--- src/rtl/dnd_ram.sv ---
`timescale 1ns / 1ps
`default_nettype none

module dnd_ram #(
  parameter int unsigned WIDTH = 8,
  parameter int unsigned DEPTH = 512
) (
  input  wire logic                     clk_i,
  input  wire logic                     we_i,
  input  wire logic [$clog2(DEPTH)-1:0] waddr_i,
  input  wire logic [WIDTH-1:0]         wdata_i,
  input  wire logic [$clog2(DEPTH)-1:0] raddr_i,
  output logic      [WIDTH-1:0]         rdata_o
);

  logic [WIDTH-1:0] mem_q [DEPTH];

  // One write port and one registered read port.
  always_ff @(posedge clk_i) begin
    if (we_i) begin
      mem_q[waddr_i] <= wdata_i;
    end
    rdata_o <= mem_q[raddr_i];
  end

endmodule

`default_nettype wire

--- config.mk ---
export PLATFORM = sky130hd
export DESIGN_NAME = dnd_ram
export DESIGN_NICKNAME = d
export VERILOG_FILES = /design/src/rtl/dnd_ram.sv
export SDC_FILE = /design/constraint.sdc
export NUM_CORES = 2
export LEC_CHECK = 0
export BUFFER_PORTS_ARGS = -buffer_cell sky130_fd_sc_hd__buf_2
export CAP_MARGIN = 30
export CORE_UTILIZATION = 35
export DETAILED_ROUTE_END_ITERATION = 12
export GPL_ROUTABILITY_DRIVEN = 1
export GPL_TIMING_DRIVEN = 1
export HOLD_SLACK_MARGIN = 0.12
export PLACE_DENSITY_LB_ADDON = 0.05
export SYNTH_ARGS = -nofsm -noshare
export SYNTH_HDL_FRONTEND = slang
export SYNTH_SLANG_ARGS = --single-unit
--- constraint.sdc ---
create_clock -name clk_i -period 2.61 [get_ports clk_i]
set_input_delay 0.522 -clock clk_i [delete_from_list [all_inputs] [get_ports clk_i]]
set_output_delay 0.522 -clock clk_i [all_outputs]
set_load 0.05 [all_outputs]
Word-level counts from Yosys, hierarchy flattened
Memories as Yosys holds them, arrays and structs flattened. A register that Yosys moved wholly into a read port is not among the register bits.
Index checks and enable logic that the tools add are counted.
{ "word_totals": {"ramBits": 4096, "regBits": 0, "inputBits": 28, "word_cells": 3, "n_memories": 1} }
{ "mem_list": {"columns": ["name", "words", "width", "rd", "rd_ports_with_merged_regs", "write_ports", "line_no", "text"], "rows": [
  ["mem_q", 512, 8, 1, 1, 1, "16", "logic [WIDTH-1:0] mem_q [DEPTH];"]
]} }
{ "op_classes": {"muxes": 2} }
{ "op_table": {"columns": ["operator", "n"], "rows": [
  ["$mux W1", 2]
]} }

Longest topological paths before layout
{ "depth": {"ltp_word": 2, "ltp_mapped": 12, "ltp_nobuf": 7} }

Least setup slack after synthesis
Ideal clock, no wire load.
{ "synth_path": {"kind": "input port to flip-flop", "startpoint": "input port raddr_i[0]", "endpoint": "register rdata_o[0], read port of mem_q", "path_stages": 10, "setup_slack_ns": 0.116, "setup_time_ns": 0.118, "arrival_ns": 2.376, "n_path_buf": 4, "cell_sequence": "buf_4 -> buf_12 -> buf_12 -> buf_2 -> mux4_2 -> o21ai_0 -> nand3_1 -> nand4_1 -> o21ai_0 -> o2111a_1"} }
{ "synth_rtl": {"columns": ["element", "line_no", "text"], "rows": [
  ["from (decl)", "12", "input wire logic [$clog2(DEPTH)-1:0] raddr_i,"],
  ["to (decl)", "13", "output logic [WIDTH-1:0] rdata_o"]
]} }

==> key figures <==
Job
  • Max capacitance violation total: 0

Yosys
  • Count of flip-flops with a built-in enable after synthesis: 4096
  • Count of state elements after synthesis: 4104
  • Gate Count Post-Synth: 8030
  • Syn Nets: 8058
  • Top cell type by total area after synthesis: edfxtp_1
  • Share of the synthesized area in the top cell type: 76.9%
  • Synthesized area: 160000 um^2
  • Share of flip-flops with an asynchronous set or reset: 0%
  • Top cells by area, synth: edfxtp_1, mux4_2, mux2i_1, o221ai_1, nor2_1
  • Share of synthesized area occupied by flip-flops and latches: 77.0%
  • Synth unique cells: 51
  • Dominant register cell in the synthesized netlist: edfxtp_1
  • Warnings, synthesis: 0
  • Post-Syn Area per Cell: 19.9 um^2

Clocking
  • H-tree Lvls: 5
  • CTS root buffer: clkbuf_16
  • Clock-pin slew on the worst setup and hold paths: 0.06 ns
  • Clock latency on the worst-skew pair: 0.98 ns
  • Buffer depth of the longest clock path: 4
  • TritonCTS Sinks: 4104
  • Clock tree from TritonCTS: yes
  • Number of buffers created by CTS: 452

Pwr
  • Power density relative to cell area: 735 nW/um^2
  • Total leakage power: 65.4 nW
  • Maximum ir drop on the vdd rail: 524 uV

Global routing
  • Antenna violations before repair: 35
  • Met2 layer usage reported by global route: 34.7%
  • Met1 usage in global routing: 31.2%
  • Global-route wire length before repair: 701000 um
  • Largest net degree at the start of global routing: 105
  • Most used routing layer in global routing: met2
  • Met3 track demand over resource in global routing: 2.93%
  • Via count of the first global-routing pass: 88200
  • GRT Resource Usage Total: 21.5%
  • Total gr overflow: 0

Worst setup path
  • Most prevalent standard cell on the critical path: buf_4
  • Kind of cell with the highest combined delay on the critical path: buffers and inverters
  • Highest net fanout along the worst path: 26
  • Endpoint kind of the worst setup timing path: register
  • Critical Path Source Type: input port
  • Arrival time of data at the critical path endpoint: 3.61 ns
  • Slowest library cell on the worst path: nand4_1
  • Crit path required time: 3.54 ns
  • Buf/Inv on CP: 6
  • CP peak stage delay: 0.44 ns
  • Critical setup path kind: input port to register
  • CP cell instances: clkbuf_8 -> or2_4 -> buf_4 -> o221ai_2 -> o31ai_1 -> buf_4 -> nor4_2 -> buf_4 -> nand4_1 -> buf_4 -> o21ai_0 -> buf_4 -> o2111a_1

Drt
  • Residual DRC count: 0
  • DRT iter0 DRCs: 7793
  • Vias after detailed routing: 85600
  • Vias/cell: 5.31
  • Routed length per placed instance: 31.3 um
  • Total length of routed wires: 504000 um
  • Remaining number of nets flagged by the antenna check after routing: 0
  • First-pass iteration count of the detailed router: 5

Floorplan
  • Die span in x: 678 um
  • Number of ports placed on the die boundary: 36
  • Standard cell core area: 454000 um^2
  • Chip Height: 678 um
  • Starting Density: 35.3%
  • Die area: 460000 um^2
  • Rows: 247

Timing
  • # setup viols final: 4
  • Worst slew pin tran: 0.923 ns
  • RSZ-0062 raised after global routing: yes
  • Peak clock frequency supported by timing: 373 MHz
  • Slack of the critical path: -0.0717 ns
  • Worst rel slew slack: 38.2%
  • Max Slew Vio Count: 0
  • Clock skew after layout: 0.0465 ns
  • Fin crit period: 2.68 ns
  • Final cycle utilization of the critical path: 103%
  • Hold Violations, Final: 0

Cells and area
  • Leading cell types in the layout, fill and taps excluded: edfxtp_1, buf_4, mux2i_1
  • Most common library cell in the layout ignoring fill and taps: edfxtp_1
  • Final #Nets: 9768
  • Share of final-layout standard cells stronger than drive strength 1: 31.1%
  • Signed area change from the synthesized netlist to the final layout: 22.4%
  • Number of fill cells in the layout: 39700
  • Core occupancy in the finished layout: 43.1%

Placed design
  • Estimated wirelength of the detail-placed design: 334000 um
  • Input/output buffers: 35
  • Worst Setup Slack post-DPL: -1.72 ns
  • Global placement routability congestion: 0.825

Outcome
  • Status: complete, but fails checks
  • Violations in the final reports: negative setup slack

Worst hold path
  • Type of the worst min-delay path: input port to register
==> final timing paths <==
check                start            end  slack (ns)  cells past startpoint
max             raddr_i[2]     rdata_o[5]       -0.07                     13
max reg2reg   mem_q[95][5]     rdata_o[5]       -0.01                     10
min             waddr_i[5]  mem_q[220][3]        0.25                      5
min reg2reg  mem_q[367][6]     rdata_o[6]        1.26                      7
==> flip-flops by register name, indices dropped and copies added (netlist names) <==
register	flops
mem_q	4096
rdata_o	8
==> logic make-up (layout without fill, tap and decap cells) <==
family	after synthesis	in the layout	synth area share, %
flip-flops	4104	4104	77.0
multiplexers	1451	1451	14.2
AND/OR/NAND/NOR	980	980	2.63
AO/OA/AOI/OAI	979	979	4.31
buffers and inverters	516	2611	1.85
other	0	8	0
==> stage by stage <==
| stage | power (W) | std cells | hold WS (ns) | cell area (um^2) | TNS, ns |
|---|---|---|---|---|---|
| 2_1_floorplan | 0.0776 | 8030 | 0.621 | 160000 | 0 |
| 3_3_place_gp | 0.0826 | 15200 | 0.905 | 181000 | -11.80 |
| 3_5_place_dp | 0.0826 | 15200 | 0.905 | 181000 | -10.93 |
| 4_1_cts | 0.146 | 16100 | 0.153 | 195000 | 0 |
| 5_1_grt | 0.148 | 16100 | 0.241 | 196000 | -0.0557 |
| 6_report | 0.144 | 16100 | 0.250 | 196000 | -0.240 |
==> power by group <==
group,internal (W),total [W],switching (W)
clock network,0.0363,0.0628,0.0264
registers,0.0726,0.0727,0.0000885
logic,0.00322,0.00854,0.00531
==> layer usage <==
metal,vias to the layer above,part of all wire (%)
met1,45900,46
met4,0,2.2
met3,581,4.7
met2,2126,47
met5,-,0
li1,37000,-
==> synthesized netlist by cell type, drive strengths merged, types with 2 or more instances <==
master,n
a21oi,194
dfxtp,8
mux4,654
o31ai,13
o21ai,119
o41ai,7
and2,20
a31oi,2
edfxtp,4096
inv,3
nand2,111
clkbuf,265
a2111oi,3
a211o,2
o2111a,8
nor3b,8
o311ai,6
nand3,36
mux2i,797
buf,248
nand4,32
or2,5
o211ai,2
o22ai,163
nor2,597
and3b,4
o22a,3
nor2b,6
o221ai,372
a22o,5
nand2b,4
or3,6
and3,4
nor3,109
nor4,36
a22oi,61
a211oi,17
==> repair_timing <==
action,in CTS,in global routing
gates cloned,0,4
hold buffers,8,0
setup endpoints to repair,8,7
gates resized for setup,50,33
endpoints found under the hold margin,304,0
pin swaps,3,8
buffers inserted,0,5
==> area by class of cell <==
cell class | instances | area [um^2] | share of cell area [%]
Clock inverter | 275 | 2510 | 1.28
Timing Repair Buffer | 1769 | 16200 | 8.28
Sequential cell | 4104 | 123000 | 62.9
Antenna cell | 8 | 20.0 | 0.0102
Tap cell | 5976 | 7480 | 3.82
Inverter | 3 | 20.0 | 0.0102
Clock buffer | 564 | 12000 | 6.12
Multi-Input combinational cell | 3410 | 34400 | 17.6
==> worst register-to-register path, stage by stage, from the launching register on <==
cell and delay (ns):
edfxtp_1 0.36, mux4_2 0.50, o31ai_1 0.22, buf_4 0.17, nor4_2 0.05, buf_4 0.15, nand4_1 0.38, buf_4 0.19
o21ai_0 0.07, buf_4 0.17, o2111a_1 0.23
Note: power is estimated with default switching activity, not from simulation.
