<file path="config.mk">
export PLATFORM = sky130hd
export DESIGN_NAME = dnd_name_pack
export DESIGN_NICKNAME = d
export VERILOG_FILES = /design/src/rtl/dnd_pkg.sv /design/src/rtl/dnd_name_pack.sv
export SDC_FILE = /design/constraint.sdc
export NUM_CORES = 1
export LEC_CHECK = 0
export BUFFER_PORTS_ARGS = -buffer_cell sky130_fd_sc_hd__buf_2
export CORE_ASPECT_RATIO = 1.75
export CORE_MARGIN = 1.5
export CORE_UTILIZATION = 53
export CTS_CLUSTER_SIZE = 16
export DETAILED_ROUTE_END_ITERATION = 10
export HOLD_SLACK_MARGIN = 0.06
export PLACE_DENSITY = 0.82
export SLEW_MARGIN = 20
export SYNTH_ARGS = -nofsm -noshare
export SYNTH_HDL_FRONTEND = slang
export SYNTH_SLANG_ARGS = --single-unit
export TNS_END_PERCENT = 5
</file>
<file path="constraint.sdc">
create_clock -name clk_i -period 3.8 [get_ports clk_i]
set_input_delay 0.57 -clock clk_i [delete_from_list [all_inputs] [get_ports clk_i]]
set_output_delay 0.57 -clock clk_i [all_outputs]
set_load 0.02 [all_outputs]
</file>
<file path="src/rtl/dnd_pkg.sv">
`timescale 1ns / 1ps
`default_nettype none

package dnd_pkg;

  // Default sizes of the packet store and of the longest dotted name.
  localparam int unsigned PacketBytesDef  = 512;
  localparam int unsigned MaxNameCharsDef = 255;

  // A read position holds any 14-bit pointer target and one step past the store.
  localparam int unsigned PosW   = 15;
  localparam int unsigned LenW   = 8;
  localparam int unsigned JumpW  = 6;
  localparam int unsigned ConsW  = 10;
  localparam int unsigned ByteW  = 8;
  localparam int unsigned WordW  = 32;

  localparam logic [ByteW-1:0] PtrMark  = 8'd192;
  localparam logic [ByteW-1:0] DotChar  = 8'h2E;
  localparam logic [JumpW-1:0] MaxJumpsReset = 6'd16;

  // Result status codes.
  localparam logic [1:0] StatusOk    = 2'd0;
  localparam logic [1:0] StatusJumps = 2'd1;
  localparam logic [1:0] StatusRange = 2'd2;

  // Requests from the sequencer to the name packer.
  typedef struct packed {
    logic             clear;
    logic             put;
    logic             flush;
    logic [ByteW-1:0] ch;
  } pk_req_t;

endpackage

`default_nettype wire

</file>
<file path="src/rtl/dnd_name_pack.sv">
`timescale 1ns / 1ps
`default_nettype none

module dnd_name_pack
  import dnd_pkg::*;
#(
  parameter int unsigned MAX_NAME_CHARS = MaxNameCharsDef,
  localparam int unsigned NameWords = (MAX_NAME_CHARS + 3) / 4,
  localparam int unsigned NwAw = $clog2(NameWords)
) (
  input  wire logic            clk_i,
  input  wire logic            rst_ni,
  input  wire pk_req_t         req_i,
  output logic [LenW-1:0]      name_len_o,
  output logic                 full_o,
  output logic                 we_o,
  output logic [NwAw-1:0]      waddr_o,
  output logic [WordW-1:0]     wdata_o
);

  localparam logic [LenW-1:0] MaxLen = LenW'(MAX_NAME_CHARS);

  logic [LenW-1:0]  len_q, len_d;
  logic [WordW-1:0] word_q, word_d;
  logic [LenW-1:0]  word_idx;
  logic [1:0]       lane;

  assign lane     = len_q[1:0];
  assign word_idx = len_q >> 2;

  // Characters gather into a 32-bit word; a full word goes to the name memory.
  always_comb begin
    len_d   = len_q;
    word_d  = word_q;
    we_o    = 1'b0;
    wdata_o = word_q;
    if (req_i.clear) begin
      len_d = '0;
    end else if (req_i.put) begin
      len_d = len_q + LenW'(1);
      unique case (lane)
        2'd0: word_d = {24'd0, req_i.ch};
        2'd1: word_d = {16'd0, req_i.ch, word_q[7:0]};
        2'd2: word_d = {8'd0, req_i.ch, word_q[15:0]};
        2'd3: word_d = {req_i.ch, word_q[23:0]};
        default: word_d = word_q;
      endcase
      we_o    = (lane == 2'd3);
      wdata_o = {req_i.ch, word_q[23:0]};
    end else if (req_i.flush) begin
      // A partly filled word is written at the end of the walk.
      we_o = (lane != 2'd0);
    end
  end

  always_ff @(posedge clk_i or negedge rst_ni) begin
    if (!rst_ni) begin
      len_q <= '0;
    end else begin
      len_q <= len_d;
    end
  end

  always_ff @(posedge clk_i) begin
    word_q <= word_d;
  end

  assign name_len_o = len_q;
  assign full_o     = (len_q >= MaxLen);
  assign waddr_o    = word_idx[NwAw-1:0];

endmodule

`default_nettype wire

</file>
Word-level counts from Yosys, hierarchy flattened
Index checks and enable logic that the tools add are counted.
- logic and storage cells: 29
- input bits: 13
- output and inout bits: 48
- register bits after elaboration: 40
- reductions and logical operators: 7
- bitwise operators: 4
- order comparisons: 1
- multiplexer cells: 8
- eq/ne operators: 3
- add/subtract/negate cells: 1
- operators by type and width (operator ; number):
    $pmux W32 S4 ; 1
    $mux W32 ; 2
    $mux W8 ; 2
    $add A8 B1 Y8 const B ; 1
    $ge A8 B8 Y1 const B ; 1
    $reduce_and A5 Y1 ; 1
    $eq A2 B2 Y1 const B ; 2
    $not A1 Y1 ; 4
    $reduce_and A4 Y1 ; 1
    $reduce_bool A2 Y1 ; 2
    $mux W1 ; 3
    $reduce_and A3 Y1 ; 1
    $eq A2 B1 Y1 const B ; 1
    $logic_not A2 Y1 ; 1
    $reduce_and A2 Y1 ; 1

Longest topological paths before layout
Gate-level depths: netlist of run 1.
- word-level depth: 4
- depth in mapped cells: 6
- depth with buffers taken out: 5

Least setup slack after synthesis of run 1
OpenSTA, ideal clock, no wires.
- path type: register -> output
- from: register len_q[0] (netlist: name_len_o[0])
- to: output we_o
- path slack: 1.676 ns
- stages on the path, launching flop included: 7
- buffers on the path: 1
- arrival: 1.554 ns
- data required time: 3.230 ns
- cell sequence: dfrtp_1 -> inv_1 -> ha_1 -> clkbuf_1 -> nor2_1 -> nand2_1 -> a21oi_1
- word-level cells in the longest chain between the ends: 4
- elaborated cells between the ends (all ways): 5
- classes of those cells: 1 x eq/ne; 3 x mux; 1 x reduce/logical
- ends and longest elaborated chain (what ; RTL line ; source):
    from (decl) ; dnd_name_pack.sv:23 ; logic [LenW-1:0] len_q, len_d;
    from (signal assigned) ; dnd_name_pack.sv:60 ; len_q <= len_d;
    $reduce_bool A2 Y1 ; dnd_name_pack.sv:52 ; we_o = (lane != 2'd0);
    $mux W1 ; dnd_name_pack.sv:50 ; end else if (req_i.flush) begin
    $mux W1 (*) ; dnd_name_pack.sv:39 ; end else if (req_i.put) begin
    $mux W1 (*) ; dnd_name_pack.sv:37 ; if (req_i.clear) begin
    to (decl) ; dnd_name_pack.sv:16 ; output logic we_o,
Mark *: on every way between the ends. The rest lies on a longest branch, timed or not.

Final worst setup path of run 1
Ends and elaborated chain as after synthesis.

==> impl_results.md, run 1 <==
* CP Data Required Time at 3.23 ns
* HP Class: in -> async
* Vias in the first global route at 1,130
* Worst Path Arrival at 1.75 ns
* Post-synth cell types at 25
* Remaining antenna violation count at 0
* Post-route clock period utilization at 0.6096
* Largest net degree at the start of global routing at 13
* Post-Synthesis Cells at 158
* Worst slew pin tran at 0.9723 ns
* Met3 GRT Util at 0.04448
* Via density at 4.954
* Synth Net Count at 176
* Crit path max fanout at 11
* Fin crit period at 2.317 ns
* RSZ-0062 raised after global routing: no
* Dpl hpwl at 2497 um
* Status: completed
* Fin. Hold Viols at 0
* CTS buffer count at 5
* Type of origin of the critical path: flop
* ANT cells at 0
* Layout fillers at 329
* Clk buf depth at 2
* Commonest cells in the netlist: 32 x and2_1, 32 x edfxtp_1, 31 x buf_4
* Syn Area/Cell at 12.64 um^2
* Max Transition Viols Final at 0
* Finished layout cell area at 2185 um^2
* Met2 global-route usage at 0.3022
* Max cap viols at 0
* Critical Path Sink Type: output pin
* # clock sinks at 40
* Final setup viols at 0
* Dpl cell area at 2102 um^2
* Drt drc at 0
* Worst VDD drop at 0.3002 mV
* Critical path origin: name_len_o[0]
* Multi-input logic area at 571.8 um^2
* DR WL/cell at 14.02 um
* First-pass GRT wire length at 5347 um
* Nets at 209
* Die W at 49.40 um
* CTS root buf: clkbuf_8
* Die Ht at 84.20 um
* Hold Buf Count CTS at 0
* Synth area leader: edfxtp_1
* Synth top area cells: edfxtp_1 48%, buf_4 12%, and2_1 10%
* Crit path kind: reg -> out
* Worst-path clk slew at 0.07 ns
* Gr ovfl total at 0
* Max Fclk at 431.7 MHz
* Slew HR at 0.3468
* Routing usage on met1 at 0.1873
* Leak Pwr at 0.9903 nW
* Warnings from Yosys at 0
* CTS tree: yes
* Total negative slack at 0 ns
* RD Place Congestion at 0.7700
* Core Region at 3628 um^2
* Worst Reg-to-Reg Cells at 3
* # Post-CTS Setup Buffers at 0
* CTS H-tree depth at 2
* Post-CTS sizing at 0
* Top Ports at 61
* Asr flop ratio synth at 0.2000
* Die outline area at 4159 um^2
* Worst-Skew Late Latency at 0.29 ns
* Most Used Layer, Global Route: met2
* Critical Path Sink: we_o
* Cell Pwr Density at 402.3 nW/um^2
* Post-synth EDFFs at 32
* Initial antenna violation count at 0
* Layout cells sized above 1 at 0.3906
* Reg-to-reg slack, setup at 1.66 ns
* DRT Pass-1 Iters at 6
* #FFs+latches synth at 40
* Via total after detailed routing at 1,179
* Worst Skew at 0.003950 ns
* Initial Util at 0.5503
* All-layer global routing usage at 0.1751
* Area delta synth->final at 9.399%
* Final Power at 0.0008788 W
* Register Area at 1161 um^2
* Worst R2R End: word_q[3]
* Main synth FF type: edfxtp_1
* Seq/Total Area, Yosys at 0.5815
* Cell area after synthesis at 1997 um^2
* Rows at 29
* Number of DRC markers in iteration 0 at 11
* Final wirelength at 3337 um
* Yosys top cell area share at 0.4812
* RR Startpoint: name_len_o[0]
* I/O Buffers at 60
[worst max-delay path, stage by stage (launching register included)]
cell	delay, ns
dfrtp_1	0.53
inv_1	0.12
ha_1	0.32
nor2_1	0.14
nand2_1	0.06
a21oi_1	0.12
buf_2	0.17
[report_power, final]
| part | leakage (nW) | total, W | switching [W] | internal [W] |
|---|---|---|---|---|
| Sequential | 0.422 | 0.000506 | 0.00000921 | 0.000497 |
| Combinational | 0.523 | 0.000112 | 0.0000728 | 0.0000397 |
| Clock | 0.0453 | 0.000261 | 0.000136 | 0.000124 |
[stage by stage]
step / cells / utilization / hold slack, ns / setup slack (ns)
global route: 238 / 0.6021 / 0.1148 / 1.325
CTS: 238 / 0.6021 / 0.1046 / 1.473
detailed placement: 230 / 0.5793 / 0.4235 / 1.661
global placement: 230 / 0.5793 / 0.4235 / 1.697
finish: 238 / 0.6021 / 0.1107 / 1.483
floorplan: 158 / - / 0.2744 / 1.676
[cell type report]
cell class | count | area share
Tap cell | 46 | 0.02635
Clock buffer | 5 | 0.03150
Clock inverter | 3 | 0.006300
Inverter | 3 | 0.005155
Sequential cell | 40 | 0.5315
Multi-Input combinational cell | 81 | 0.2617
Timing Repair Buffer | 60 | 0.1375
[how the worst min path moves through the flow]
stage,slack [ns],startpoint,to,depth (start not counted)
floorplan,0.27,rst_ni,name_len_o[0],0
global placement,0.42,rst_ni,name_len_o[2],1
detailed placement,0.42,rst_ni,name_len_o[2],1
CTS,0.10,rst_ni,name_len_o[5],1
global route,0.11,rst_ni,name_len_o[2],1
finish,0.11,rst_ni,name_len_o[2],1
[cell usage in the layout, fill, tap and decap left out, types with 3 or more instances in the layout]
cell and instances:
inv_1 3, dfrtp_1 8, mux2_2 5, and2_1 32, buf_2 60, xor2_1 3
or3_1 3, edfxtp_1 32, mux2_1 3, nor2_1 8, ha_1 5, nand2_1 3
a21oi_1 4, o21ai_0 3, clkbuf_8 5
[cell families after synthesis]
| kind of cell | Yosys count | synth area share |
|---|---|---|
| compound gates | 7 | 0.01754 |
| simple gates | 56 | 0.1698 |
| flops | 40 | 0.5815 |
| xor+xnor | 4 | 0.01755 |
| buf+inv | 37 | 0.1322 |
| mux | 9 | 0.05012 |
| fa+ha+maj | 5 | 0.03133 |
[layer usage]
layer / vias up / routed length [um]
met3: 9 / 204
met1: 547 / 1226
met4: 0 / 146
met2: 53 / 1760
li1: 570 / -
met5: - / 0
[sequential cells by signal, indices dropped and copies added (netlist names)]
| register | cells |
|---|---|
| word_q | 32 |
| name_len_o | 8 |
(Power assumes the default switching activity.)
==> run 2, diff against run 1 <==
- ABC_AREA: not set -> 1
- CORE_UTILIZATION: 53 -> 51
- PLACE_DENSITY: 0.82 -> 0.79
- clock period: 3.8 -> 2.25 ns (I/O delays scaled with it)
==> run 2 against run 1 <==
Net effect:
- wire length grew 5.1%
- synthesized cell count grew 34%
- largest cell class unchanged
- die area grew 8.6%
- first-iteration DRC count is the same
- sequential cell count is the same
- critical endpoint unchanged
==> impl_results.md, run 2 <==
* Final WS setup at 0.3068 ns
* Core Region at 3904 um^2
* Fin. Hold Viols at 0
* Max Fclk at 514.6 MHz
* Dpl cells at 285
* Non-filler cells, final at 294
* Hold Buf Count CTS at 1
* ANT cells at 0
* Remaining antenna violation count at 0
* Family with the most delay on the worst path: flip-flops
* Finished layout cell area at 2316 um^2
* Syn Area/Cell at 9.886 um^2
* Cell Pwr Density at 686.7 nW/um^2
* Largest net degree at the start of global routing at 22
* Yosys top cell area share at 0.4585
* CTS H-tree depth at 2
* Post-Synthesis Cells at 212
* Max Transition Viols Final at 0
* Final wirelength at 3507 um
* Die outline area at 4518 um^2
* Worst slew pin tran at 0.6120 ns
* Area delta synth->final at 10.51%
* Worst path buffer plus inverter count at 3
* RD Place Congestion at 0.7941
* Layout cells sized above 1 at 0.3577
* Crit path max fanout at 9
* Initial Util at 0.5369
* Type of origin of the critical path: flop
* Max reg flops at 32
* Max incr delay on CP at 0.46 ns
* Cell area after synthesis at 2096 um^2
* # clock sinks at 40
* Worst Path Arrival at 1.61 ns
* Dpl cell area at 2200 um^2
* CP Data Required Time at 1.91 ns
* Via density at 4.653
* Top Ports at 61
* Crit path kind: reg -> out
* Leak Pwr at 1.193 nW
* RR Startpoint: name_len_o[0]
* Dpl hpwl at 2833 um
* Critical path origin: name_len_o[0]
* Biggest register: word_q
* Slew HR at 0.5898
* Most Used Layer, Global Route: met2
* Gr ovfl total at 0
* Die W at 51.46 um
* # Post-CTS Setup Buffers at 0
* Routing usage on met1 at 0.1688
* Most common cell in the netlist: nand2_1
* Initial antenna violation count at 0
* RSZ-0062 raised after global routing: no
* Asr flop ratio synth at 0.2000
* Met3 GRT Util at 0.04608
* All-layer global routing usage at 0.1736
* Worst-path clk slew at 0.07 ns
* Worst Skew at 0.001874 ns
* Critical path, cell by cell: inv_1 -> ha_1 -> inv_2 -> nand3_1 -> o21ai_1 -> buf_2
* Commonest non-fill, non-tap cell in the layout: buf_2
* Pre-CTS setup slack at 0.4518 ns
* Post-route clock period utilization at 0.8636
* Max cap viols at 0
* Post-synth cell types at 24
* Number of DRC markers in iteration 0 at 11
* I/O Buffers at 60
* Die Ht at 87.80 um
* CTS root buf: clkbuf_8
* Worst-Skew Late Latency at 0.29 ns
* Most frequent cells in the layout: 60 x buf_2, 37 x nand2_1, 32 x edfxtp_1, 29 x inv_1, 25 x nor2_1
* Post-CTS sizing at 0
* Seq/Total Area, Yosys at 0.5540
* CP max-delay cell: dfrtp_1
* Synth top area cells: edfxtp_1 46%, buf_4 12%, dfrtp_1 9.6%
* Nets at 263
* Fin crit period at 1.943 ns
* DRT Pass-1 Iters at 4
* Vias in the first global route at 1,242
* DR WL/cell at 11.93 um
* Via total after detailed routing at 1,368
* Synth Net Count at 230
* HP Class: in -> reg
* Post-synth EDFFs at 32
* HP Start: req_i[0]
* Commonest cells in the netlist: 37 x nand2_1, 33 x buf_4, 32 x edfxtp_1
* Warnings from Yosys at 0
* CTS buffer count at 5
* Main synth FF type: edfxtp_1
* First-pass GRT wire length at 5582 um
* Clk buf depth at 2
* Final Power at 0.001590 W
* Drt drc at 0
* Worst VDD drop at 0.4851 mV
* Met2 global-route usage at 0.3112
* Synth area leader: edfxtp_1
* Critical Path Sink Type: output pin
* Final setup viols at 0
* Rows at 30
* #FFs+latches synth at 40
* Status: completed
* Total negative slack at 0 ns
* CTS tree: yes
## run 2: changes by cell type after synthesis, moves of 5 or more
cell | previous run | this run
and2_1 | 32 | 0
inv_1 | 3 | 29
inv_2 | 0 | 5
mux2_2 | 5 | 0
nand2_1 | 3 | 37
nand3_1 | 1 | 7
nor2_1 | 8 | 25
o21ai_1 | 0 | 5
o21ai_2 | 0 | 6
## run 2: metrics by stage
| stage | utilization | hold WS [ns] |
|---|---|---|
| final | 0.5933 | 0.3625 |
| after global routing | 0.5933 | 0.3626 |
| after CTS | 0.5933 | 0.3550 |
| after detailed placement | 0.5635 | 0.1933 |
| after global placement | 0.5635 | 0.1892 |
| after floorplan | - | 0.04191 |
## run 2: final cells by class
cell class	count	area, um^2
clock inverter	3	37.54
timing repair buffer	61	310.3
multi-input combinational	101	529.3
fill	347	1588
inverter	36	148.9
clock buffer	5	68.82
tap	48	60.06
sequential	40	1161
## run 2: worst register-to-register path, stage by stage (launching register included)
cell     delay [ns]
dfrtp_1        0.46
inv_1          0.10
ha_1           0.31
nor3_2         0.55
## run 2: path summary, 6_finish.rpt
path,end,slack (ns),cells after the start
setup / recovery,we_o,0.31,6
setup reg to reg,word_q[12],0.48,3
hold reg to reg,name_len_o[7],0.59,2
min in group asynchronous,name_len_o[6],0.42,2
max in group asynchronous,name_len_o[7],1.66,2
hold / removal,word_q[0],0.36,3
## run 2: logic make-up after synthesis
family	Yosys count	synth area share
adders and majority gates	5	0.02985
DFF	40	0.5540
and+or+nand+nor	80	0.1719
AOI/OAI and AO/OA	16	0.05075
buffers and inverters	71	0.1934
## run 2: per-layer routing
metal | routed length, um | part of all wire
met5 | 0 | 0
met1 | 1231 | 0.35
met3 | 223 | 0.064
met4 | 143 | 0.041
met2 | 1909 | 0.54
## run 2: report_power, final
part | total (W) | switching [W] | internal [W]
clock network | 0.000549 | 0.000227 | 0.000322
registers | 0.000846 | 0.0000108 | 0.000835
logic | 0.000196 | 0.000138 | 0.0000574
total | 0.00159 | 0.000376 | 0.00121
