==> config.mk <==
export PLATFORM = sky130hd
export DESIGN_NAME = dnd_walker
export DESIGN_NICKNAME = d
export VERILOG_FILES = /design/src/rtl/dnd_pkg.sv /design/src/rtl/dnd_walker.sv
export SDC_FILE = /design/constraint.sdc
export NUM_CORES = 1
export LEC_CHECK = 0
export BUFFER_PORTS_ARGS = -buffer_cell sky130_fd_sc_hd__buf_2
export CORE_ASPECT_RATIO = 0.8
export CORE_MARGIN = 4
export CORE_UTILIZATION = 56
export CTS_BUF_LIST = sky130_fd_sc_hd__clkbuf_8
export DETAILED_ROUTE_END_ITERATION = 12
export GPL_ROUTABILITY_DRIVEN = 0
export GPL_TIMING_DRIVEN = 0
export PLACE_DENSITY = 0.83
export SYNTH_ARGS = -nofsm -noshare
export SYNTH_HDL_FRONTEND = slang
export SYNTH_SLANG_ARGS = --single-unit
==> constraint.sdc <==
create_clock -name clk_i -period 9.71 [get_ports clk_i]
set_clock_uncertainty 0.05 [all_clocks]
set_input_delay 0.971 -clock clk_i [delete_from_list [all_inputs] [get_ports clk_i]]
set_output_delay 0.971 -clock clk_i [all_outputs]
set_load 0.01 [all_outputs]
==> src/rtl/dnd_pkg.sv <==
`timescale 1ns / 1ps
`default_nettype none

package dnd_pkg;

  // Default sizes of the packet store and of the longest dotted name.
  localparam int unsigned PacketBytesDef  = 512;
  localparam int unsigned MaxNameCharsDef = 255;

  // A read position holds any 14-bit pointer target and one step past the store.
  localparam int unsigned PosW   = 15;
  localparam int unsigned LenW   = 8;
  localparam int unsigned JumpW  = 6;
  localparam int unsigned ConsW  = 10;
  localparam int unsigned ByteW  = 8;
  localparam int unsigned WordW  = 32;

  localparam logic [ByteW-1:0] PtrMark  = 8'd192;
  localparam logic [ByteW-1:0] DotChar  = 8'h2E;
  localparam logic [JumpW-1:0] MaxJumpsReset = 6'd16;

  // Result status codes.
  localparam logic [1:0] StatusOk    = 2'd0;
  localparam logic [1:0] StatusJumps = 2'd1;
  localparam logic [1:0] StatusRange = 2'd2;

  // Requests from the sequencer to the name packer.
  typedef struct packed {
    logic             clear;
    logic             put;
    logic             flush;
    logic [ByteW-1:0] ch;
  } pk_req_t;

endpackage

`default_nettype wire

==> src/rtl/dnd_walker.sv <==
`timescale 1ns / 1ps
`default_nettype none

module dnd_walker
  import dnd_pkg::*;
#(
  parameter int unsigned PACKET_BYTES   = PacketBytesDef,
  parameter int unsigned MAX_NAME_CHARS = MaxNameCharsDef,
  localparam int unsigned StAw = $clog2(PACKET_BYTES),
  localparam int unsigned NameWords = (MAX_NAME_CHARS + 3) / 4,
  localparam int unsigned NwAw = $clog2(NameWords)
) (
  input  wire logic              clk_i,
  input  wire logic              rst_ni,
  input  wire logic              in_valid_i,
  output logic                   in_ready_o,
  input  wire logic              mode_i,
  input  wire logic [8:0]        start_pos_i,
  input  wire logic [JumpW-1:0]  max_jumps_i,
  output logic [StAw-1:0]        st_raddr_o,
  input  wire logic [ByteW-1:0]  st_rdata_i,
  output pk_req_t                pk_req_o,
  input  wire logic [LenW-1:0]   name_len_i,
  input  wire logic              name_full_i,
  output logic [NwAw-1:0]        nm_raddr_o,
  input  wire logic [WordW-1:0]  nm_rdata_i,
  output logic                   out_valid_o,
  input  wire logic              out_ready_i,
  output logic [WordW-1:0]       name_chars_o,
  output logic [2:0]             char_count_o,
  output logic                   last_o,
  output logic [ConsW-1:0]       consumed_o,
  output logic [1:0]             status_o
);

  localparam logic [PosW-1:0] StoreEnd = PosW'(PACKET_BYTES);

  typedef enum logic [8:0] {
    S_IDLE      = 9'b000000001,
    S_FETCH     = 9'b000000010,
    S_LEN       = 9'b000000100,
    S_PTR       = 9'b000001000,
    S_CHR       = 9'b000010000,
    S_FLUSH     = 9'b000100000,
    S_EMIT_REQ  = 9'b001000000,
    S_EMIT_LOAD = 9'b010000000,
    S_EMIT_WAIT = 9'b100000000
  } state_e;

  state_e            state_q, state_d;
  logic [PosW-1:0]   pos_q, pos_d;
  logic [PosW-1:0]   pos_inc;
  logic [LenW-1:0]   rem_q, rem_d;
  logic [5:0]        hi_q, hi_d;
  logic [JumpW-1:0]  jumps_q, jumps_d;
  logic [ConsW-1:0]  cons_q, cons_d;
  logic              jumped_q, jumped_d;
  logic [NwAw-1:0]   k_q, k_d;
  logic [LenW-1:0]   erem_q, erem_d;
  logic              out_valid_q, out_valid_d;
  logic              out_load;
  logic [WordW-1:0]  chars_d;
  logic [2:0]        count_d;
  logic              last_d;
  logic [ConsW-1:0]  consumed_d;
  logic [1:0]        status_d;
  logic              pos_out;

  // The one position incrementer serves every step; pos_out bounds pos_q.
  assign pos_inc = pos_q + PosW'(1);
  assign pos_out = (pos_q >= StoreEnd);

  assign st_raddr_o = (state_q == S_LEN) ? pos_inc[StAw-1:0] : pos_q[StAw-1:0];
  assign nm_raddr_o = k_q;
  assign in_ready_o = (state_q == S_IDLE);

  // Sequencer: walk the encoded name one store byte at a time, then emit words.
  always_comb begin
    state_d     = state_q;
    pos_d       = pos_q;
    rem_d       = rem_q;
    hi_d        = hi_q;
    jumps_d     = jumps_q;
    cons_d      = cons_q;
    jumped_d    = jumped_q;
    k_d         = k_q;
    erem_d      = erem_q;
    out_valid_d = out_valid_q;
    out_load    = 1'b0;
    chars_d     = '0;
    count_d     = '0;
    last_d      = 1'b1;
    consumed_d  = '0;
    status_d    = StatusOk;
    pk_req_o    = '0;

    unique case (state_q)
      S_IDLE: begin
        if (in_valid_i && mode_i) begin
          pos_d          = PosW'(start_pos_i);
          rem_d          = '0;
          jumps_d        = '0;
          cons_d         = '0;
          jumped_d       = 1'b0;
          pk_req_o.clear = 1'b1;
          state_d        = S_FETCH;
        end
      end

      S_FETCH: begin
        if (pos_out) begin
          status_d = StatusRange;
          out_load = 1'b1;
        end else if (rem_q == '0) begin
          state_d = S_LEN;
        end else begin
          state_d = S_CHR;
        end
      end

      S_LEN: begin
        if (st_rdata_i == '0) begin
          if (!jumped_q) begin
            cons_d = cons_q + ConsW'(1);
          end
          state_d = S_FLUSH;
        end else if (st_rdata_i >= PtrMark) begin
          if (pos_inc >= StoreEnd) begin
            status_d = StatusRange;
            out_load = 1'b1;
          end else begin
            hi_d    = st_rdata_i[5:0];
            state_d = S_PTR;
          end
        end else if (name_len_i != '0 && name_full_i) begin
          status_d = StatusRange;
          out_load = 1'b1;
        end else begin
          if (!jumped_q) begin
            cons_d = cons_q + ConsW'(1);
          end
          pk_req_o.put = (name_len_i != '0);
          pk_req_o.ch  = DotChar;
          pos_d        = pos_inc;
          rem_d        = st_rdata_i;
          state_d      = S_FETCH;
        end
      end

      S_PTR: begin
        if (jumps_q >= max_jumps_i) begin
          status_d = StatusJumps;
          out_load = 1'b1;
        end else begin
          jumps_d = jumps_q + JumpW'(1);
          if (!jumped_q) begin
            cons_d = cons_q + ConsW'(2);
          end
          jumped_d = 1'b1;
          pos_d    = PosW'({hi_q, st_rdata_i});
          state_d  = S_FETCH;
        end
      end

      S_CHR: begin
        if (name_full_i) begin
          status_d = StatusRange;
          out_load = 1'b1;
        end else begin
          pk_req_o.put = 1'b1;
          pk_req_o.ch  = st_rdata_i;
          if (!jumped_q) begin
            cons_d = cons_q + ConsW'(1);
          end
          pos_d   = pos_inc;
          rem_d   = rem_q - LenW'(1);
          state_d = S_FETCH;
        end
      end

      S_FLUSH: begin
        pk_req_o.flush = 1'b1;
        erem_d         = name_len_i;
        k_d            = '0;
        state_d        = S_EMIT_REQ;
      end

      S_EMIT_REQ: begin
        state_d = S_EMIT_LOAD;
      end

      S_EMIT_LOAD: begin
        out_load   = 1'b1;
        chars_d    = (erem_q == '0) ? '0 : nm_rdata_i;
        count_d    = (erem_q >= LenW'(4)) ? 3'd4 : erem_q[2:0];
        last_d     = (erem_q <= LenW'(4));
        consumed_d = last_d ? cons_q : '0;
      end

      S_EMIT_WAIT: begin
        if (out_ready_i) begin
          out_valid_d = 1'b0;
          if (last_o) begin
            state_d = S_IDLE;
          end else begin
            k_d     = k_q + NwAw'(1);
            erem_d  = erem_q - LenW'(4);
            state_d = S_EMIT_REQ;
          end
        end
      end

      default: begin
        state_d = S_IDLE;
      end
    endcase

    // Every path that produces a result parks in the output wait state.
    if (out_load) begin
      out_valid_d = 1'b1;
      state_d     = S_EMIT_WAIT;
    end
  end

  always_ff @(posedge clk_i or negedge rst_ni) begin
    if (!rst_ni) begin
      state_q     <= S_IDLE;
      pos_q       <= '0;
      rem_q       <= '0;
      jumps_q     <= '0;
      cons_q      <= '0;
      jumped_q    <= 1'b0;
      k_q         <= '0;
      erem_q      <= '0;
      out_valid_q <= 1'b0;
    end else begin
      state_q     <= state_d;
      pos_q       <= pos_d;
      rem_q       <= rem_d;
      jumps_q     <= jumps_d;
      cons_q      <= cons_d;
      jumped_q    <= jumped_d;
      k_q         <= k_d;
      erem_q      <= erem_d;
      out_valid_q <= out_valid_d;
    end
  end

  // Result register and pointer high bits carry data only.
  always_ff @(posedge clk_i) begin
    hi_q <= hi_d;
    if (out_load) begin
      name_chars_o <= chars_d;
      char_count_o <= count_d;
      last_o       <= last_d;
      consumed_o   <= consumed_d;
      status_o     <= status_d;
    end
  end

  assign out_valid_o = out_valid_q;

endmodule

`default_nettype wire

# ---- After elaboration in Yosys (flattened, before gate mapping)
# Index checks and enable logic that the tools add are counted.
dict set report totals {
  register_bits 118
  in_bits 69
  out_inout_bits 76
  elab_cells 164
}
dict set report op_classes {
  eq_ne 28
  n_mux 81
  n_bitwise 3
  n_reduce_logical 23
  order_cmp 6
  n_addsub 7
}
# op count
set ops {}
lappend ops {{9-bit 2-to-1 mux} 11}
lappend ops {{15-bit 2-to-1 mux} 6}
lappend ops {{9-bit one-hot mux with 9 select lines} 1}
lappend ops {{10-bit 2-to-1 mux} 8}
lappend ops {{8-bit 2-to-1 mux} 8}
lappend ops {{15-bit one-hot mux with 4 select lines} 1}
lappend ops {{6-bit 2-to-1 mux} 7}
lappend ops {{10-bit one-hot mux with 4 select lines} 1}
lappend ops {{8-bit one-hot mux with 2 select lines} 2}
lappend ops {{15-bit by 10-bit greater-or-equal comparator with 1-bit output (second input constant)} 2}
lappend ops {{8-bit logical NOT} 3}
lappend ops {{6-bit one-hot mux with 2 select lines} 2}
lappend ops {{8-bit one-hot mux with 3 select lines} 1}
lappend ops {{1-bit 2-to-1 mux} 20}
lappend ops {{2-bit inequality test (second input constant)} 9}
lappend ops {{3-bit inequality test (second input constant)} 6}
lappend ops {{15-bit by 1-bit adder with 15-bit output (second input constant)} 1}
lappend ops {{7-bit AND reduction} 2}
lappend ops {{6-bit by 1-bit adder with 6-bit output (second input constant)} 2}
lappend ops {{2-bit 2-to-1 mux} 6}
lappend ops {{10-bit by 1-bit adder with 10-bit output (second input constant)} 1}
lappend ops {{10-bit by 2-bit adder with 10-bit output (second input constant)} 1}
lappend ops {{5-bit inequality test (second input constant)} 2}
lappend ops {{9-bit by 1-bit == test with 1-bit output (second input constant)} 1}
lappend ops {{34 further kinds} 44}

# ---- Depth between registers and ports, before layout
dict set report depth {
  ltp_word 8
  mapped_depth 10
  ltp_nobuf 9
}

# ---- Least setup slack after synthesis
# OpenSTA, ideal clock, no wires.
dict set report synth_path {
  kind {input port to flip-flop}
  start {input port max_jumps_i[2]}
  end {register char_count_o[0], enable pin}
  slack_ps 6258
  t_arrival_ps 2818
  setup_ps 583
  path_buffers 0
  required_time_ps 9077
  cell_stages 7
  path_cell_list {inv_1 -> ha_1 -> a21o_1 -> a31oi_1 -> o21a_1 -> o211a_1 -> nand2_1}
}
dict set report synth_between {
  elab_chain_cells 3
}
# element line
set synth_rtl {}
lappend synth_rtl {{start, declared} dnd_walker.sv:19} ;# input wire logic [JumpW-1:0] max_jumps_i,
lappend synth_rtl {{6-bit greater-or-equal comparator} dnd_walker.sv:151} ;# if (jumps_q >= max_jumps_i) begin
lappend synth_rtl {{1-bit 2-to-1 mux} dnd_walker.sv:151}
lappend synth_rtl {{1-bit one-hot mux with 5 select lines} dnd_walker.sv:97} ;# unique case (state_q)
lappend synth_rtl {{via out_load} dnd_walker.sv:61} ;# logic out_load;
lappend synth_rtl {{end signal, assigned} dnd_walker.sv:254} ;# char_count_o <= count_d;
lappend synth_rtl {{end, declared} dnd_walker.sv:30} ;# output logic [2:0] char_count_o,
# The timed path passes the listed nets, and every way through them passes these cells.
# A chain may end at the register's enable or synchronous reset.

# ---- Worst setup path in the final report
dict set report layout_path {
  start {register state_q[5]}
  end {output port st_raddr_o[2]}
}
dict set report layout_between {
  elab_chain_cells 2
}
# element line
set layout_rtl {}
lappend layout_rtl {{start, declared} dnd_walker.sv:50} ;# state_e state_q, state_d;
lappend layout_rtl {{start signal, assigned} dnd_walker.sv:237} ;# state_q <= state_d;
lappend layout_rtl {{9-bit by 3-bit == test with 1-bit output} dnd_walker.sv:73} ;# assign st_raddr_o = (state_q == S_LEN) ? pos_inc[StAw-1:0] : pos_q[StAw-1:0];
lappend layout_rtl {{9-bit 2-to-1 mux} dnd_walker.sv:73}
lappend layout_rtl {{end, declared} dnd_walker.sv:20} ;# output logic [StAw-1:0] st_raddr_o,
# No other way between the ends.

==> impl_metrics.json <==
{
  "syn_nets": 728,
  "synth-compound-area-share_pct": 16.2,
  "synthTopCellsByArea": "edfxtp_1 25%, dfrtp_1 25%, and2_1 4.8%",
  "setup_viol": 0,
  "power_density_nw_per_um2": 226,
  "ys_async_sr_fraction_pct": 54.2,
  "rows": 34,
  "root_buffer": "clkbuf_8",
  "synth_top_family_by_area": "simple AND/OR/NAND/NOR gates",
  "initial_core_util_pct": 58.2,
  "tns_ns": 0,
  "slew_viol_final": 0,
  "grt_pass1_wl_mm": 27.8,
  "drtIter0Drc": 660,
  "p_sw_mw": 0.680,
  "yosysMostFrequentCell": "nand2_1",
  "synth_xor_area_share_pct": 3.00,
  "numCtsBuffers": 17,
  "outcome": "completed",
  "total_power_mw": 1.75,
  "relSlewSlack_pct": 43.8,
  "fin_nets": 892,
  "fp.coreArea_um2": 11000,
  "firstDrtPassIters": 5,
  "die_x_um": 128,
  "cp.required_ns": 8.69,
  "synth_top_area_share_pct": 25.3,
  "n_antenna_cell": 0,
  "grt_remaining_overflow": 0,
  "route.detailed.drc": 0,
  "synth_ff_type": "dfrtp_1",
  "rsz0062_at_grt": "false",
  "crit_fanout": 10,
  "finalHoldViolCount": 0,
  "ctsResizeCount": 0,
  "vias": 5829,
  "final_util_pct": 70.3,
  "synth_cells": 643,
  "max_freq_mhz": 257,
  "cts_sinks": 118,
  "track_usage_pct": 25.9,
  "die_y_um": 104,
  "insertion_delay_ns": 0.44,
  "synth_edf_count": 54,
  "grt_max_degree": 65,
  "ys_ff_latch": 118,
  "num-fill-cells": 820,
  "cp.arrival_ns": 2.86,
  "synthAdderAreaFrac_pct": 3.12,
  "clk_path_buf_depth": 2,
  "stdcell_area_um2": 7740,
  "post-route-min-period_ns": 3.89,
  "antenna_left": 0,
  "placed_area_um2": 7340,
  "synth_area_um2": 6420,
  "place_hpwl_mm": 12.6,
  "clkTransAtPathRegs_ns": 0.08,
  "drive_gt1_share_pct": 25.2,
  "io_pins": 145,
  "syn_to_final_growth_pct": 20.6,
  "post_cts_buffers": 0,
  "worst_slew_pin_slew_ns": 0.843,
  "yosysUniqueCellTypes": 71,
  "yosysWarnings": 0,
  "antenna_found_initial": 0,
  "p_int_mw": 1.07,
  "pwr-share-clk_pct": 26.1,
  "cts_hold_buf": 0,
  "wl_per_cell_um": 17.8,
  "grt_pass1_vias": 5669,
  "cts_htree_levels": 4,
  "synthTopCellsByCount": "71 x nand2_1, 63 x dfrtp_1, 59 x o21ai_0, 54 x edfxtp_1, 50 x nor2_1",
  "via_per_inst": 6.05,
  "cts_tree": "done",
  "worstSetupEndpointType": "output pin",
  "dieArea_um2": 13200,
  "maxCapViolCount": 0,
  "wl_mm": 17.2,
  "synth_simple_gate_area_share_pct": 22.5,
  "period_share_pct": 40.0,
  "ys_seq_area_share_pct": 50.2,
  "yosysTopAreaCell": "edfxtp_1",
  "io_buffers": 144,
  "swShare_pct": 38.9,
  "syn_avg_cell_area_um2": 9.98,
  "hp-class": "flop to flop",
  "seq_power_share_pct": 39.0,
  "p_comb_share_pct": 35.0,
  "irDropWorstVdd_mv": 0.115,
  "r2r_slack_ns": 6.70,
  "start_kind": "flop",
  "criticalPathCategory": "flop to output pin",
  "synthMuxAreaShare_pct": 1.72,
  "p_leak_nw": 3.41
}
==> worst paths after layout <==
| kind | from | end | cells after the start |
|---|---|---|---|
| max | state_q[5] | st_raddr_o[2] | 8 |
| min | erem_q[1] | erem_q[1] | 1 |
| max reg2reg | pos_q[2] | consumed_o[1] | 8 |
| min reg2reg | erem_q[1] | erem_q[1] | 1 |
| max in group asynchronous | rst_ni | cons_q[3] | 1 |
| min in group asynchronous | rst_ni | jumps_q[0] | 1 |
==> power by group through the flow <==
stage               clock [mW]  sequential (mW)  combinational (mW)
floorplan                    0            0.697               0.379
global placement             0            0.688               0.570
detailed placement           0            0.689               0.599
CTS                      0.460            0.679               0.604
global route             0.485            0.690               0.671
finish                   0.456            0.681               0.611
==> cell type report <==
type,instances,area [um^2],area share (%)
Clock inverter,15,165,2.13
Multi-Input combinational cell,476,2990,38.6
Tap cell,144,180,2.33
Inverter,21,78.8,1.02
Clock buffer,17,234,3.02
Sequential cell,118,3220,41.6
Buffer,28,126,1.63
Timing Repair Buffer,145,743,9.60
==> worst max-delay path: stages (launching register included) <==
cell	delay, ns
dfrtp_1	0.38
buf_6	0.13
nor4_2	0.37
and4_1	0.27
clkbuf_1	0.31
clkbuf_1	0.48
nand2_1	0.14
xnor2_1	0.18
buf_2	0.16
==> stage by stage <==
stage | std cells | worst slack (ns) | hold WS [ns]
5_1_grt | 964 | 5.59 | 0.498
2_1_floorplan | 643 | 6.26 | 0.398
3_3_place_gp | 931 | 5.53 | 0.435
6_report | 964 | 5.82 | 0.480
4_1_cts | 964 | 5.82 | 0.478
3_5_place_dp | 932 | 6.33 | 0.457
==> logic make-up after synthesis <==
kind of cell	Yosys count
AOI/OAI and AO/OA	154
xor gates and xnor gates	22
adders and majority gates	16
buffers and inverters	49
DFF	118
muxes	10
and+or+nand+nor	274
==> flip-flops by register name, summed over array words and instances, names as in the netlist <==
register,count
name_chars_o,32
pos_q,15
cons_q,10
consumed_o,10
state_q,9
erem_q,8
rem_q,8
hi_q,6
jumps_q,6
nm_raddr_o,6
char_count_o,3
status_o,2
jumped_q,1
last_o,1
out_valid_o,1
==> per-layer routing <==
| layer | vias to the layer above | track usage [%] | wire, um |
|---|---|---|---|
| li1 | 2684 | - | - |
| met1 | 2765 | 37.1 | 7380 |
| met2 | 345 | 39.7 | 7730 |
| met3 | 35 | 5.97 | 1820 |
| met4 | 0 | 7.27 | 264 |
| met5 | - | 0 | 0 |
==> placed cells by master (no fill, tap or decap), types with 16 or more instances in the layout <==
master,n
and2_1,49
ha_1,16
clkbuf_8,17
inv_1,19
clkbuf_1,20
nand2_1,70
edfxtp_1,54
nand3_1,21
o21ai_0,59
nor3_1,16
nor2_1,50
a21oi_1,17
buf_2,148
dfrtp_1,63
Power figures use the tool's default switching activity.
